===== config.mk =====
export PLATFORM = sky130hd
export DESIGN_NAME = tone_command_decider_unit
export DESIGN_NICKNAME = d
export VERILOG_FILES = /design/src/rtl/tcd_pkg.sv /design/src/rtl/tcd_front.sv /design/src/rtl/tcd_fifo.sv /design/src/rtl/tcd_back.sv /design/src/rtl/tone_command_decider_unit.sv
export SDC_FILE = /design/constraint.sdc
export NUM_CORES = 2
export LEC_CHECK = 0
export BUFFER_PORTS_ARGS = -buffer_cell sky130_fd_sc_hd__clkbuf_2
export CORE_UTILIZATION = 30
export CTS_CLUSTER_DIAMETER = 120
export DETAILED_ROUTE_END_ITERATION = 7
export GPL_TIMING_DRIVEN = 0
export PLACE_DENSITY_LB_ADDON = 0.3
export SKIP_LAST_GASP = 1
export SLEW_MARGIN = 20
export SYNTH_ARGS = -nofsm -noshare
export SYNTH_HDL_FRONTEND = slang
export SYNTH_SLANG_ARGS = --single-unit
export TNS_END_PERCENT = 30

===== constraint.sdc =====
create_clock -name clk -period 18 [get_ports clk]
set_clock_uncertainty 0.05 [all_clocks]
set_input_delay 1.8 -clock clk [delete_from_list [all_inputs] [get_ports clk]]
set_output_delay 1.8 -clock clk [all_outputs]
set_load 0.01 [all_outputs]

===== src/rtl/tcd_pkg.sv =====
// Shared types, constants and helpers for the tone command decider.
`default_nettype none

package tcd_pkg;

    localparam int MAG_W   = 32;
    localparam int CMD_W   = 3;
    localparam int CNT_W   = 4;
    localparam int FRAME_W = 16;
    localparam int NUM_BINS = 5;
    localparam int SCAN_STAGES = NUM_BINS - 1;
    localparam int CFG_IDX_W = 3;
    localparam int CFG_DATA_W = 32;
    localparam int QUEUE_DEPTH = 4;

    // Command codes (bin number equals command code)
    localparam logic [CMD_W-1:0] CMD_STOP     = 3'd0;
    localparam logic [CMD_W-1:0] CMD_FORWARD  = 3'd1;
    localparam logic [CMD_W-1:0] CMD_LEFT     = 3'd2;
    localparam logic [CMD_W-1:0] CMD_RIGHT    = 3'd3;
    localparam logic [CMD_W-1:0] CMD_BACKWARD = 3'd4;
    localparam logic [CMD_W-1:0] NO_PICK      = 3'd7;

    localparam logic [CNT_W-1:0] CNT_MAX = 4'd15;

    // Config register indexes
    localparam logic [CFG_IDX_W-1:0] REG_MIN_MAGNITUDE  = 3'd0;
    localparam logic [CFG_IDX_W-1:0] REG_WIN_MARGIN     = 3'd1;
    localparam logic [CFG_IDX_W-1:0] REG_MOVE_PICKS     = 3'd2;
    localparam logic [CFG_IDX_W-1:0] REG_STOP_PICKS     = 3'd3;
    localparam logic [CFG_IDX_W-1:0] REG_STARTUP_FRAMES = 3'd4;

    // Config reset values
    localparam logic [MAG_W-1:0]   RST_MIN_MAGNITUDE  = 32'd6000;
    localparam logic [MAG_W-1:0]   RST_WIN_MARGIN     = 32'd1500;
    localparam logic [CNT_W-1:0]   RST_MOVE_PICKS     = 4'd3;
    localparam logic [CNT_W-1:0]   RST_STOP_PICKS     = 4'd8;
    localparam logic [FRAME_W-1:0] RST_STARTUP_FRAMES = 16'd300;

    typedef struct packed {
        logic [MAG_W-1:0]   min_magnitude;
        logic [MAG_W-1:0]   win_margin;
        logic [CNT_W-1:0]   move_picks;
        logic [CNT_W-1:0]   stop_picks;
        logic [FRAME_W-1:0] startup_frames;
    } cfg_t;

    // One scan stage: running best/runner-up plus the frame's bins
    typedef struct packed {
        logic [NUM_BINS-1:0][MAG_W-1:0] mags;
        logic [MAG_W-1:0]               best;
        logic [MAG_W-1:0]               runner;
        logic [CMD_W-1:0]               best_bin;
        logic                           bump;
    } scan_t;

    // Classified request handed from front to back
    typedef struct packed {
        logic [CMD_W-1:0] pick;
        logic             bump;
    } entry_t;

    // One step of the best / runner-up scan; a tie never takes the lead
    function automatic scan_t scan_step(scan_t cur, logic [CMD_W-1:0] k);
        scan_t            nxt;
        logic [MAG_W-1:0] m;
        nxt = cur;
        m   = cur.mags[k];
        if (m > cur.best) begin
            nxt.runner   = cur.best;
            nxt.best     = m;
            nxt.best_bin = k;
        end
        else if (m > cur.runner) begin
            nxt.runner = m;
        end
        return nxt;
    endfunction

endpackage

`default_nettype wire


===== src/rtl/tcd_front.sv =====
// Front end: scan pipeline that finds best/runner-up bins and classifies the frame.
`default_nettype none

module tcd_front (
    input  wire logic                          clk,
    input  wire logic                          rst_n,
    input  wire logic                          in_valid,
    output logic                               in_stall,
    input  wire logic [tcd_pkg::MAG_W-1:0]     mag_stop,
    input  wire logic [tcd_pkg::MAG_W-1:0]     mag_forward,
    input  wire logic [tcd_pkg::MAG_W-1:0]     mag_left,
    input  wire logic [tcd_pkg::MAG_W-1:0]     mag_right,
    input  wire logic [tcd_pkg::MAG_W-1:0]     mag_backward,
    input  wire logic                          bump,
    input  wire logic [tcd_pkg::MAG_W-1:0]     min_magnitude,
    input  wire logic [tcd_pkg::MAG_W-1:0]     win_margin,
    output logic                               push,
    output tcd_pkg::entry_t                    push_data,
    input  wire logic                          queue_full
);

    localparam int STAGES = tcd_pkg::SCAN_STAGES;

    tcd_pkg::scan_t stg_reg  [STAGES];
    tcd_pkg::scan_t stg_next [STAGES];
    tcd_pkg::scan_t src      [STAGES];
    logic [STAGES-1:0] vld_reg;

    tcd_pkg::entry_t pick_reg;
    tcd_pkg::entry_t pick_next;
    logic            pvld_reg;
    logic            adv;
    logic [tcd_pkg::MAG_W-1:0] lead;

    // whole pipeline moves together; only a full queue holds it
    assign adv      = !pvld_reg || !queue_full;
    assign in_stall = !adv;
    assign push     = pvld_reg && adv;
    assign push_data = pick_reg;

    always_comb
    begin
        src[0].mags     = {mag_backward, mag_right, mag_left, mag_forward, mag_stop};
        src[0].best     = mag_stop;
        src[0].runner   = '0;
        src[0].best_bin = tcd_pkg::CMD_STOP;
        src[0].bump     = bump;
        for (int s = 1; s < STAGES; s++)
        begin
            src[s] = stg_reg[s-1];
        end
        for (int s = 0; s < STAGES; s++)
        begin
            stg_next[s] = tcd_pkg::scan_step(src[s], tcd_pkg::CMD_W'(s + 1));
        end
    end

    // decision on the finished scan
    always_comb
    begin
        lead = stg_reg[STAGES-1].best - stg_reg[STAGES-1].runner;
        pick_next.bump = stg_reg[STAGES-1].bump;
        if (stg_reg[STAGES-1].best < min_magnitude || lead < win_margin)
        begin
            pick_next.pick = tcd_pkg::CMD_STOP;
        end
        else
        begin
            pick_next.pick = stg_reg[STAGES-1].best_bin;
        end
    end

    always_ff @(posedge clk or negedge rst_n)
    begin
        if (!rst_n)
        begin
            vld_reg  <= '0;
            pvld_reg <= 1'b0;
        end
        else if (adv)
        begin
            vld_reg  <= {vld_reg[STAGES-2:0], in_valid};
            pvld_reg <= vld_reg[STAGES-1];
        end
    end

    always_ff @(posedge clk)
    begin
        if (adv)
        begin
            for (int s = 0; s < STAGES; s++)
            begin
                stg_reg[s] <= stg_next[s];
            end
            pick_reg <= pick_next;
        end
    end

endmodule

`default_nettype wire


===== src/rtl/tcd_fifo.sv =====
// Short queue between front and back, with a registered head entry.
`default_nettype none

module tcd_fifo #(
    parameter int DEPTH = tcd_pkg::QUEUE_DEPTH
) (
    input  wire logic            clk,
    input  wire logic            rst_n,
    input  wire logic            push,
    input  wire tcd_pkg::entry_t push_data,
    output logic                 full,
    output logic                 head_valid,
    output tcd_pkg::entry_t      head_data,
    input  wire logic            pop
);

    localparam int PTR_W = (DEPTH > 1) ? $clog2(DEPTH) : 1;
    localparam int CNT_W = $clog2(DEPTH + 1);

    tcd_pkg::entry_t mem [DEPTH];
    tcd_pkg::entry_t head_reg;
    logic [PTR_W-1:0] wr_ptr_reg, wr_ptr_next;
    logic [PTR_W-1:0] rd_ptr_reg, rd_ptr_next;
    logic [CNT_W-1:0] cnt_reg, cnt_next;
    logic             head_valid_reg, head_valid_next;
    logic             load;

    assign full       = (cnt_reg == CNT_W'(DEPTH));
    assign head_valid = head_valid_reg;
    assign head_data  = head_reg;
    assign load       = (cnt_reg != '0) && (!head_valid_reg || pop);

    always_comb
    begin
        wr_ptr_next = wr_ptr_reg;
        rd_ptr_next = rd_ptr_reg;
        if (push)
        begin
            wr_ptr_next = (wr_ptr_reg == PTR_W'(DEPTH - 1)) ? '0 : wr_ptr_reg + 1'b1;
        end
        if (load)
        begin
            rd_ptr_next = (rd_ptr_reg == PTR_W'(DEPTH - 1)) ? '0 : rd_ptr_reg + 1'b1;
        end
        case ({push, load})
            2'b10:   cnt_next = cnt_reg + 1'b1;
            2'b01:   cnt_next = cnt_reg - 1'b1;
            default: cnt_next = cnt_reg;
        endcase
        if (load)
        begin
            head_valid_next = 1'b1;
        end
        else if (pop)
        begin
            head_valid_next = 1'b0;
        end
        else
        begin
            head_valid_next = head_valid_reg;
        end
    end

    always_ff @(posedge clk or negedge rst_n)
    begin
        if (!rst_n)
        begin
            wr_ptr_reg     <= '0;
            rd_ptr_reg     <= '0;
            cnt_reg        <= '0;
            head_valid_reg <= 1'b0;
        end
        else
        begin
            wr_ptr_reg     <= wr_ptr_next;
            rd_ptr_reg     <= rd_ptr_next;
            cnt_reg        <= cnt_next;
            head_valid_reg <= head_valid_next;
        end
    end

    always_ff @(posedge clk)
    begin
        if (push)
        begin
            mem[wr_ptr_reg] <= push_data;
        end
        if (load)
        begin
            head_reg <= mem[rd_ptr_reg];
        end
    end

endmodule

`default_nettype wire


===== src/rtl/tcd_back.sv =====
// Back end: debounce, startup/bump override and the output register.
`default_nettype none

module tcd_back (
    input  wire logic                            clk,
    input  wire logic                            rst_n,
    input  wire logic                            head_valid,
    input  wire tcd_pkg::entry_t                 head_data,
    output logic                                 pop,
    input  wire tcd_pkg::cfg_t                   cfg,
    output logic                                 out_valid,
    input  wire logic                            out_stall,
    output logic [tcd_pkg::CMD_W-1:0]            frame_pick,
    output logic [tcd_pkg::CMD_W-1:0]            stable_command,
    output logic [tcd_pkg::CMD_W-1:0]            drive_command
);

    logic [tcd_pkg::CMD_W-1:0]   committed_reg, committed_next;
    logic [tcd_pkg::CMD_W-1:0]   last_move_reg, last_move_next;
    logic [tcd_pkg::CNT_W-1:0]   move_cnt_reg, move_cnt_next;
    logic [tcd_pkg::CNT_W-1:0]   stop_cnt_reg, stop_cnt_next;
    logic [tcd_pkg::FRAME_W-1:0] frame_cnt_reg, frame_cnt_next;
    logic [tcd_pkg::CNT_W-1:0]   cnt_tmp;
    logic [tcd_pkg::CMD_W-1:0]   drive_next;
    logic                        out_valid_reg;
    logic [tcd_pkg::CMD_W-1:0]   pick_out_reg, stable_out_reg, drive_out_reg;

    assign pop            = head_valid && (!out_valid_reg || !out_stall);
    assign out_valid      = out_valid_reg;
    assign frame_pick     = pick_out_reg;
    assign stable_command = stable_out_reg;
    assign drive_command  = drive_out_reg;

    always_comb
    begin
        committed_next = committed_reg;
        last_move_next = last_move_reg;
        move_cnt_next  = move_cnt_reg;
        stop_cnt_next  = stop_cnt_reg;
        cnt_tmp        = '0;

        frame_cnt_next = (frame_cnt_reg < cfg.startup_frames) ?
                         frame_cnt_reg + 1'b1 : frame_cnt_reg;

        if (head_data.pick == tcd_pkg::CMD_STOP)
        begin
            cnt_tmp = (stop_cnt_reg < tcd_pkg::CNT_MAX) ? stop_cnt_reg + 1'b1 : stop_cnt_reg;
            if (cnt_tmp >= cfg.stop_picks)
            begin
                committed_next = tcd_pkg::CMD_STOP;
                stop_cnt_next  = cfg.stop_picks;
            end
            else
            begin
                stop_cnt_next = cnt_tmp;
            end
        end
        else
        begin
            stop_cnt_next = '0;
            if (head_data.pick == last_move_reg)
            begin
                cnt_tmp = (move_cnt_reg < cfg.move_picks) ? move_cnt_reg + 1'b1 : move_cnt_reg;
                move_cnt_next = cnt_tmp;
                if (cnt_tmp >= cfg.move_picks)
                begin
                    committed_next = head_data.pick;
                end
            end
            else
            begin
                last_move_next = head_data.pick;
                move_cnt_next  = tcd_pkg::CNT_W'(1);
            end
        end

        if (frame_cnt_next < cfg.startup_frames || head_data.bump)
        begin
            drive_next = tcd_pkg::CMD_STOP;
        end
        else
        begin
            drive_next = committed_next;
        end
    end

    always_ff @(posedge clk or negedge rst_n)
    begin
        if (!rst_n)
        begin
            committed_reg <= tcd_pkg::CMD_STOP;
            last_move_reg <= tcd_pkg::NO_PICK;
            move_cnt_reg  <= '0;
            stop_cnt_reg  <= '0;
            frame_cnt_reg <= '0;
            out_valid_reg <= 1'b0;
        end
        else
        begin
            if (pop)
            begin
                committed_reg <= committed_next;
                last_move_reg <= last_move_next;
                move_cnt_reg  <= move_cnt_next;
                stop_cnt_reg  <= stop_cnt_next;
                frame_cnt_reg <= frame_cnt_next;
                out_valid_reg <= 1'b1;
            end
            else if (!out_stall)
            begin
                out_valid_reg <= 1'b0;
            end
        end
    end

    always_ff @(posedge clk)
    begin
        if (pop)
        begin
            pick_out_reg   <= head_data.pick;
            stable_out_reg <= committed_next;
            drive_out_reg  <= drive_next;
        end
    end

endmodule

`default_nettype wire


===== src/rtl/tone_command_decider_unit.sv =====
// Top level of the tone command decider: config registers, front, queue, back.
//
//  channel  | handshake           | payload
//  ---------+---------------------+-------------------------------------------------
//  in       | in_valid / in_stall | mag_stop, mag_forward, mag_left, mag_right,
//           |                     | mag_backward, bump
//  out      | out_valid/out_stall | frame_pick, stable_command, drive_command
//  cfg      | cfg_valid/cfg_ready | cfg_index, cfg_data
//
// One request per cycle sustained unless a full queue holds the front. From the
// accepting edge to out_valid a request passes the first scan stage, captured at
// the accepting edge, then 3 more scan stages (one bin compare each), the decide
// register, the queue write, the queue head register, and the output register.
// Reset (rst_n, async, low) clears all control state and restores the config
// registers to their defaults; no clearing pass is needed.
// out_stall holds the output register; the queue absorbs the pipe while the
// front keeps taking requests, and in_stall rises only when the queue is full.
// cfg_ready is always high; writes go directly to the register file.
`default_nettype none

module tone_command_decider_unit #(
    parameter int QUEUE_DEPTH = tcd_pkg::QUEUE_DEPTH
) (
    input  wire logic                                clk,
    input  wire logic                                rst_n,
    // frame requests
    input  wire logic                                in_valid,
    output logic                                     in_stall,
    input  wire logic [tcd_pkg::MAG_W-1:0]           mag_stop,
    input  wire logic [tcd_pkg::MAG_W-1:0]           mag_forward,
    input  wire logic [tcd_pkg::MAG_W-1:0]           mag_left,
    input  wire logic [tcd_pkg::MAG_W-1:0]           mag_right,
    input  wire logic [tcd_pkg::MAG_W-1:0]           mag_backward,
    input  wire logic                                bump,
    // results
    output logic                                     out_valid,
    input  wire logic                                out_stall,
    output logic [tcd_pkg::CMD_W-1:0]                frame_pick,
    output logic [tcd_pkg::CMD_W-1:0]                stable_command,
    output logic [tcd_pkg::CMD_W-1:0]                drive_command,
    // config writes
    input  wire logic                                cfg_valid,
    output logic                                     cfg_ready,
    input  wire logic [tcd_pkg::CFG_IDX_W-1:0]       cfg_index,
    input  wire logic [tcd_pkg::CFG_DATA_W-1:0]      cfg_data
);

    tcd_pkg::cfg_t   cfg_reg;
    tcd_pkg::entry_t push_data;
    tcd_pkg::entry_t head_data;
    logic            push;
    logic            queue_full;
    logic            head_valid;
    logic            pop;

    assign cfg_ready = 1'b1;

    // config register file; unknown indexes are dropped
    always_ff @(posedge clk or negedge rst_n)
    begin
        if (!rst_n)
        begin
            cfg_reg.min_magnitude  <= tcd_pkg::RST_MIN_MAGNITUDE;
            cfg_reg.win_margin     <= tcd_pkg::RST_WIN_MARGIN;
            cfg_reg.move_picks     <= tcd_pkg::RST_MOVE_PICKS;
            cfg_reg.stop_picks     <= tcd_pkg::RST_STOP_PICKS;
            cfg_reg.startup_frames <= tcd_pkg::RST_STARTUP_FRAMES;
        end
        else if (cfg_valid && cfg_ready)
        begin
            case (cfg_index)
                tcd_pkg::REG_MIN_MAGNITUDE:
                    cfg_reg.min_magnitude  <= cfg_data[tcd_pkg::MAG_W-1:0];
                tcd_pkg::REG_WIN_MARGIN:
                    cfg_reg.win_margin     <= cfg_data[tcd_pkg::MAG_W-1:0];
                tcd_pkg::REG_MOVE_PICKS:
                    cfg_reg.move_picks     <= cfg_data[tcd_pkg::CNT_W-1:0];
                tcd_pkg::REG_STOP_PICKS:
                    cfg_reg.stop_picks     <= cfg_data[tcd_pkg::CNT_W-1:0];
                tcd_pkg::REG_STARTUP_FRAMES:
                    cfg_reg.startup_frames <= cfg_data[tcd_pkg::FRAME_W-1:0];
                default:
                    cfg_reg <= cfg_reg;
            endcase
        end
    end

    // front: scan and classify
    tcd_front u_front (
        .clk           (clk),
        .rst_n         (rst_n),
        .in_valid      (in_valid),
        .in_stall      (in_stall),
        .mag_stop      (mag_stop),
        .mag_forward   (mag_forward),
        .mag_left      (mag_left),
        .mag_right     (mag_right),
        .mag_backward  (mag_backward),
        .bump          (bump),
        .min_magnitude (cfg_reg.min_magnitude),
        .win_margin    (cfg_reg.win_margin),
        .push          (push),
        .push_data     (push_data),
        .queue_full    (queue_full)
    );

    // decoupling queue
    tcd_fifo #(
        .DEPTH (QUEUE_DEPTH)
    ) u_fifo (
        .clk        (clk),
        .rst_n      (rst_n),
        .push       (push),
        .push_data  (push_data),
        .full       (queue_full),
        .head_valid (head_valid),
        .head_data  (head_data),
        .pop        (pop)
    );

    // back: debounce and drive override
    tcd_back u_back (
        .clk            (clk),
        .rst_n          (rst_n),
        .head_valid     (head_valid),
        .head_data      (head_data),
        .pop            (pop),
        .cfg            (cfg_reg),
        .out_valid      (out_valid),
        .out_stall      (out_stall),
        .frame_pick     (frame_pick),
        .stable_command (stable_command),
        .drive_command  (drive_command)
    );

endmodule

`default_nettype wire


; ---- After elaboration in Yosys (flattened, before gate mapping)
; Memories as Yosys holds them, arrays and structs flattened. A register that Yosys moved wholly into a read port is not among the register bits.
; Index checks and enable logic that the tools add are counted.
[word_totals]
memories = 2
reg_bits = 145
output_inout_bits = 12
word_cells = 124
in_bits = 201
ramBits = 928
[mem_list]
columns = name, depth, word_bits, rd, rd_clocked_by_memory_dff, wr, line_no
row1 = u_front.stg_reg, 4, 228, 4, 0, 4, tcd_front.sv:24  ; tcd_pkg::scan_t stg_reg [STAGES];
row2 = u_fifo.mem, 4, 4, 1, 1, 1, tcd_fifo.sv:20  ; tcd_pkg::entry_t mem [DEPTH];
[classes]
reduce_logical = 26
mux = 37
bitwise = 2
add_sub_neg = 8
n_eq_ne = 11
n_lt_le_gt_ge = 16
[ops]
columns = operator, n
row1 = $mux 32, 12
row2 = $gt 32x32->1, 7
row3 = $lt 32x32->1, 2
row4 = $gt 32x1->1 const B, 1
row5 = $lt 16x16->1, 2
row6 = $sub 32x32->32, 1
row7 = $mux 3, 7
row8 = $mux 4, 5
row9 = $add 16x1->16 const B, 1
row10 = $mux 16, 1
row11 = $reduce_and 2->1, 6
row12 = $mux 1, 9
row13 = $add 4x1->4 const B, 2
row14 = $ge 4x4->1, 2
row15 = $eq 2x2->1 const B, 3
row16 = $eq 3x2->1 const B, 2
row17 = $eq 3x3->1 const B, 2
row18 = $logic_not 1->1, 6
row19 = $logic_not 3->1, 2
row20 = $pmux 3 s2, 1
row21 = $logic_or 1x1->1, 5
row22 = $add 2x1->2 const B, 2
row23 = $lt 4x4->1, 1
row24 = $lt 4x4->1 const B, 1
row25 = 12 further kinds, 17

; ---- Depth between registers and ports, before layout
[depth]
depth_word = 7
ltp_mapped = 20
depth_no_buf = 20

; ---- Hierarchy
; Synthesis repeated with hierarchy kept, for this count alone.
[hier_totals]
cells_unflattened = 2831
hier_area_um2 = 34596.9
[modules_own_cells]
columns = mod, cells_each, n_inst, area_per_inst_um2
row1 = tcd_front, 2234, 1, 26960.9
row2 = tone_command_decider_unit, 192, 1, 3384.5
row3 = tcd_back, 340, 1, 3091.7
row4 = tcd_fifo, 65, 1, 1159.9

; ---- Worst setup path before layout
; Ideal clock, no wire load.
[synth_timing]
kind = flip-flop to flip-flop
startpoint = register u_fifo.cnt_reg[0]
endpoint = register, netlist name u_front.push_data[0]
period_less_slack_ps = 10581
arrival_ps = 9722
stages_incl_launch_ff = 5
n_path_buf = 1
slack_ps = 7419
required_ps = 17141
cell_sequence = dfrtp_1 -> nor2_1 -> and3_1 -> clkbuf_1 -> inv_1
[synth_via]
elab_chain_cells = 3
[synth_rtl]
columns = item, line_no
row1 = "start, declared", tcd_fifo.sv:24  ; logic [CNT_W-1:0] cnt_reg, cnt_next;
row2 = "start signal, assigned", tcd_fifo.sv:77  ; cnt_reg <= cnt_next;
row3 = $eq 3x3->1, tcd_fifo.sv:28  ; assign full = (cnt_reg == CNT_W'(DEPTH));
row4 = $logic_not 1->1, tcd_front.sv:36  ; assign adv = !pvld_reg || !queue_full;
row5 = $logic_or 1x1->1, tcd_front.sv:36
; No other way between the ends.
; A chain may end at the register's enable or synchronous reset.

==> results.md <==
* Outcome: finished, violations left
* Failing checks: design-rule violations
* Top-count cell post-synth: edfxtp_1
* Hold Fails Final Rpt at 0
* Core area at 115000 um2
* Largest net degree at the start of global routing at 102
* Leakage at 17.9 nW
* DRC at 32
* Die X at 342 um
* Die area at 117000 um2
* CP required at 18.37 ns
* Setup crit start: u_front.stg_reg[3][36]
* Clock-pin transition on the worst setup and hold timing paths at 0.06 ns
* Maximum VDD drop at 89.9 uV
* Slew Viols, Final at 0
* Max reg flops at 460
* CTS resizes at 0
* Worst-path cell chain: inv_1 > ha_1 > inv_1 > fa_1 > a21o_1 > a41oi_1 > a31oi_1 > a2111oi_0 > o21bai_1 > a21o_1 > a21oi_1 > xnor2_1 > ha_1 > and4_1 > nand3_1 > nor4_1 > o41ai_1 > a21oi_1 > nor2_1 > nor3b_1
* Fraction of layout cells with a size suffix above 1 at 0.181
* Ys async rst share at 0.211
* Post-synth top area cell: edfxtp_1
* Starting Density at 0.303
* Unique masters post-synth at 75
* Setup violations, final at 0
* CTS sink cnt at 625
* CP Depth at 20
* Top_reg_cell synth: edfxtp_1
* DP HPWL at 64500 um
* Worst-Skew Late Latency at 0.63 ns
* First-pass GRT wire length at 127000 um
* Area growth from synthesis to layout at 16.0%
* Gr usage total at 0.139
* Crit path kind: flip-flop to flip-flop
* Measured slew at the worst slew-check pin at 0.933 ns
* I/O Buffers at 211
* Setup repair bufs after CTS at 0
* Max-Cap Viols at 0
* Slew headroom at 0.373
* Pwr dens at 197 nW/um2
* Drt wl/cell at 17.2 um
* Post-synth design cell area at 34700 um2
* R2R cell count at 20
* Syn_nets at 3497
* Crit-path slowest cell: a2111oi_0
* Post-synthesis average cell area at 11.8 um2
* Slowest stage delay, CP at 0.71 ns
* Routed via count at 22241
* Initial DRT Pass Iterations at 7
* Vias per cell at 4.65
* Layout Nets at 3791
* Worst setup endpoint: u_front.push_data[2]
* Setup TNS at 0 ns
* DR iter-0 viols at 1109
* Fmax at 0.191 GHz
* #FFs+latches synth at 625
* Setup crit end kind: flip-flop
* Hold-fix buffers, CTS at 0
* Fillers at 11357
* Cell Rows at 124
* Syn Inst Count at 2927
* Number of global-route vias before repair at 22758
* IO Count at 213
* Worst hold-check path type: flip-flop to flip-flop
* FF-to-FF Start: u_front.stg_reg[3][36]
* Final Cell Area at 40200 um2
* Synth top area share at 0.427
* Critical hold path startpoint: u_front.stg_reg[0][171]
* Fin util at 0.351
* Final WL at 82200 um
* Initial antenna violation count at 4
* CTS max path bufs at 3
* Data arrival, critical path at 5.61 ns
* Grt total ovfl at 0
* Top cells by area, synth: edfxtp_1, ha_1, dfrtp_1
* Synth warn at 0
* Placed insts at 4657
* R2r endpoint: u_front.push_data[2]
* CP bufs+invs at 2
* Post-synthesis sequential area ratio at 0.523
* Setup crit start kind: flip-flop
* Max FO, Critical Path at 5
* Placed inst area at 37800 um2
* Clock tree from TritonCTS: built
* Min cycle time layout at 5.25 ns
* Clock Root Buffer: clkbuf_16
* Post-Layout Cell Count at 4788
* Routed Antenna Nets at 0
* Die height at 342 um
* RSZ-0062 raised after global routing: no
* Post-synth EDFFs at 493
* Reg-to-reg setup timing slack at 12.75 ns
* CTS H-tree depth at 3
* Period Utilization, post-route at 0.292
* CTS Buf Count at 74
* Post-synth top cells: edfxtp_1, inv_1, ha_1, o21ai_0, nand2_1
* Final GP Congestion at 0.851
* Family with the most delay on the worst path: compound AO/OA/AOI/OAI gates
report_power, final:
group	total, mW	leakage, nW	switching [mW]	internal [mW]
clock network	1.47	1.15	0.605	0.867
logic	3.69	10.0	2.07	1.62
registers	2.76	6.71	0.393	2.37
cell families after synthesis:
logic type | Yosys count | share of synthesized area
muxes | 278 | 0.0912
adders and majority gates | 369 | 0.134
other | 1 | 0.000108
and+or+nand+nor | 574 | 0.0843
DFF | 625 | 0.523
AOI/OAI and AO/OA | 558 | 0.100
buffers and inverters | 456 | 0.0512
xor gates and xnor gates | 66 | 0.0167
stage by stage:
| stage | hold WS [ns] | setup slack, ns | power [mW] |
|---|---|---|---|
| after floorplan | 0.350 | 7.42 | 5.50 |
| after global placement | 0.351 | 3.55 | 6.55 |
| after detailed placement | 0.355 | 12.66 | 6.49 |
| after CTS | 0.365 | 12.63 | 8.00 |
| after global routing | 0.371 | 12.40 | 8.55 |
| final | 0.363 | 12.75 | 7.92 |
worst register-to-register path: stages (launching register included):
cell and delay (ns):
edfxtp_1 0.40, inv_1 0.07, ha_1 0.15, inv_1 0.05, fa_1 0.40, a21o_1 0.20, a41oi_1 0.27, a31oi_1 0.27
a2111oi_0 0.71, o21bai_1 0.21, a21o_1 0.21, a21oi_1 0.17, xnor2_1 0.10, ha_1 0.30, and4_1 0.18, nand3_1 0.16
nor4_1 0.33, o41ai_1 0.22, a21oi_1 0.19, nor2_1 0.09, nor3b_1 0.33
worst min-delay path by stage:
stage	end	slack, ns	cells past startpoint
2_1_floorplan	u_front.push_data[0]	0.35	0
3_3_place_gp	u_front.stg_reg[1][213]	0.35	0
3_5_place_dp	u_front.stg_reg[1][181]	0.35	0
4_1_cts	u_front.stg_reg[2][215]	0.36	0
5_1_grt	u_front.stg_reg[1][171]	0.37	0
6_report	u_front.stg_reg[1][171]	0.36	0
layer usage:
metal,GRT usage,wire length [um],vias up
met5,0,0,-
met4,0.0437,2300,0
met3,0.0214,2590,120
met2,0.239,39400,351
met1,0.180,37900,10469
li1,-,-,11301
layout make-up:
cell class	count	area, um2	share of cell area
multi-input cells	1846	14800	0.367
clock buffers	93	1970	0.0489
well taps	1512	1890	0.0470
repair buffers	218	1240	0.0308
plain buffers	86	383	0.00952
diodes	1	2.50	0.0000622
flip-flops and latches	625	18100	0.451
clock inverters	37	423	0.0105
inverters	370	1400	0.0348
cells in the final DEF, fill, tap and decap left out, types with 44 or more instances in the layout:
master       n
a21o_1     105
o21ai_0    168
clkbuf_2   210
nand3_1     44
mux2_2     149
dfrtp_1    108
nand2_1    162
ha_1       367
nor2_1      99
mux2i_1     96
a21oi_1    125
clkbuf_1    70
clkbuf_16   76
inv_1      368
nor3_1      66
edfxtp_1   493
nand4_1     66
(Power assumes the default switching activity.)
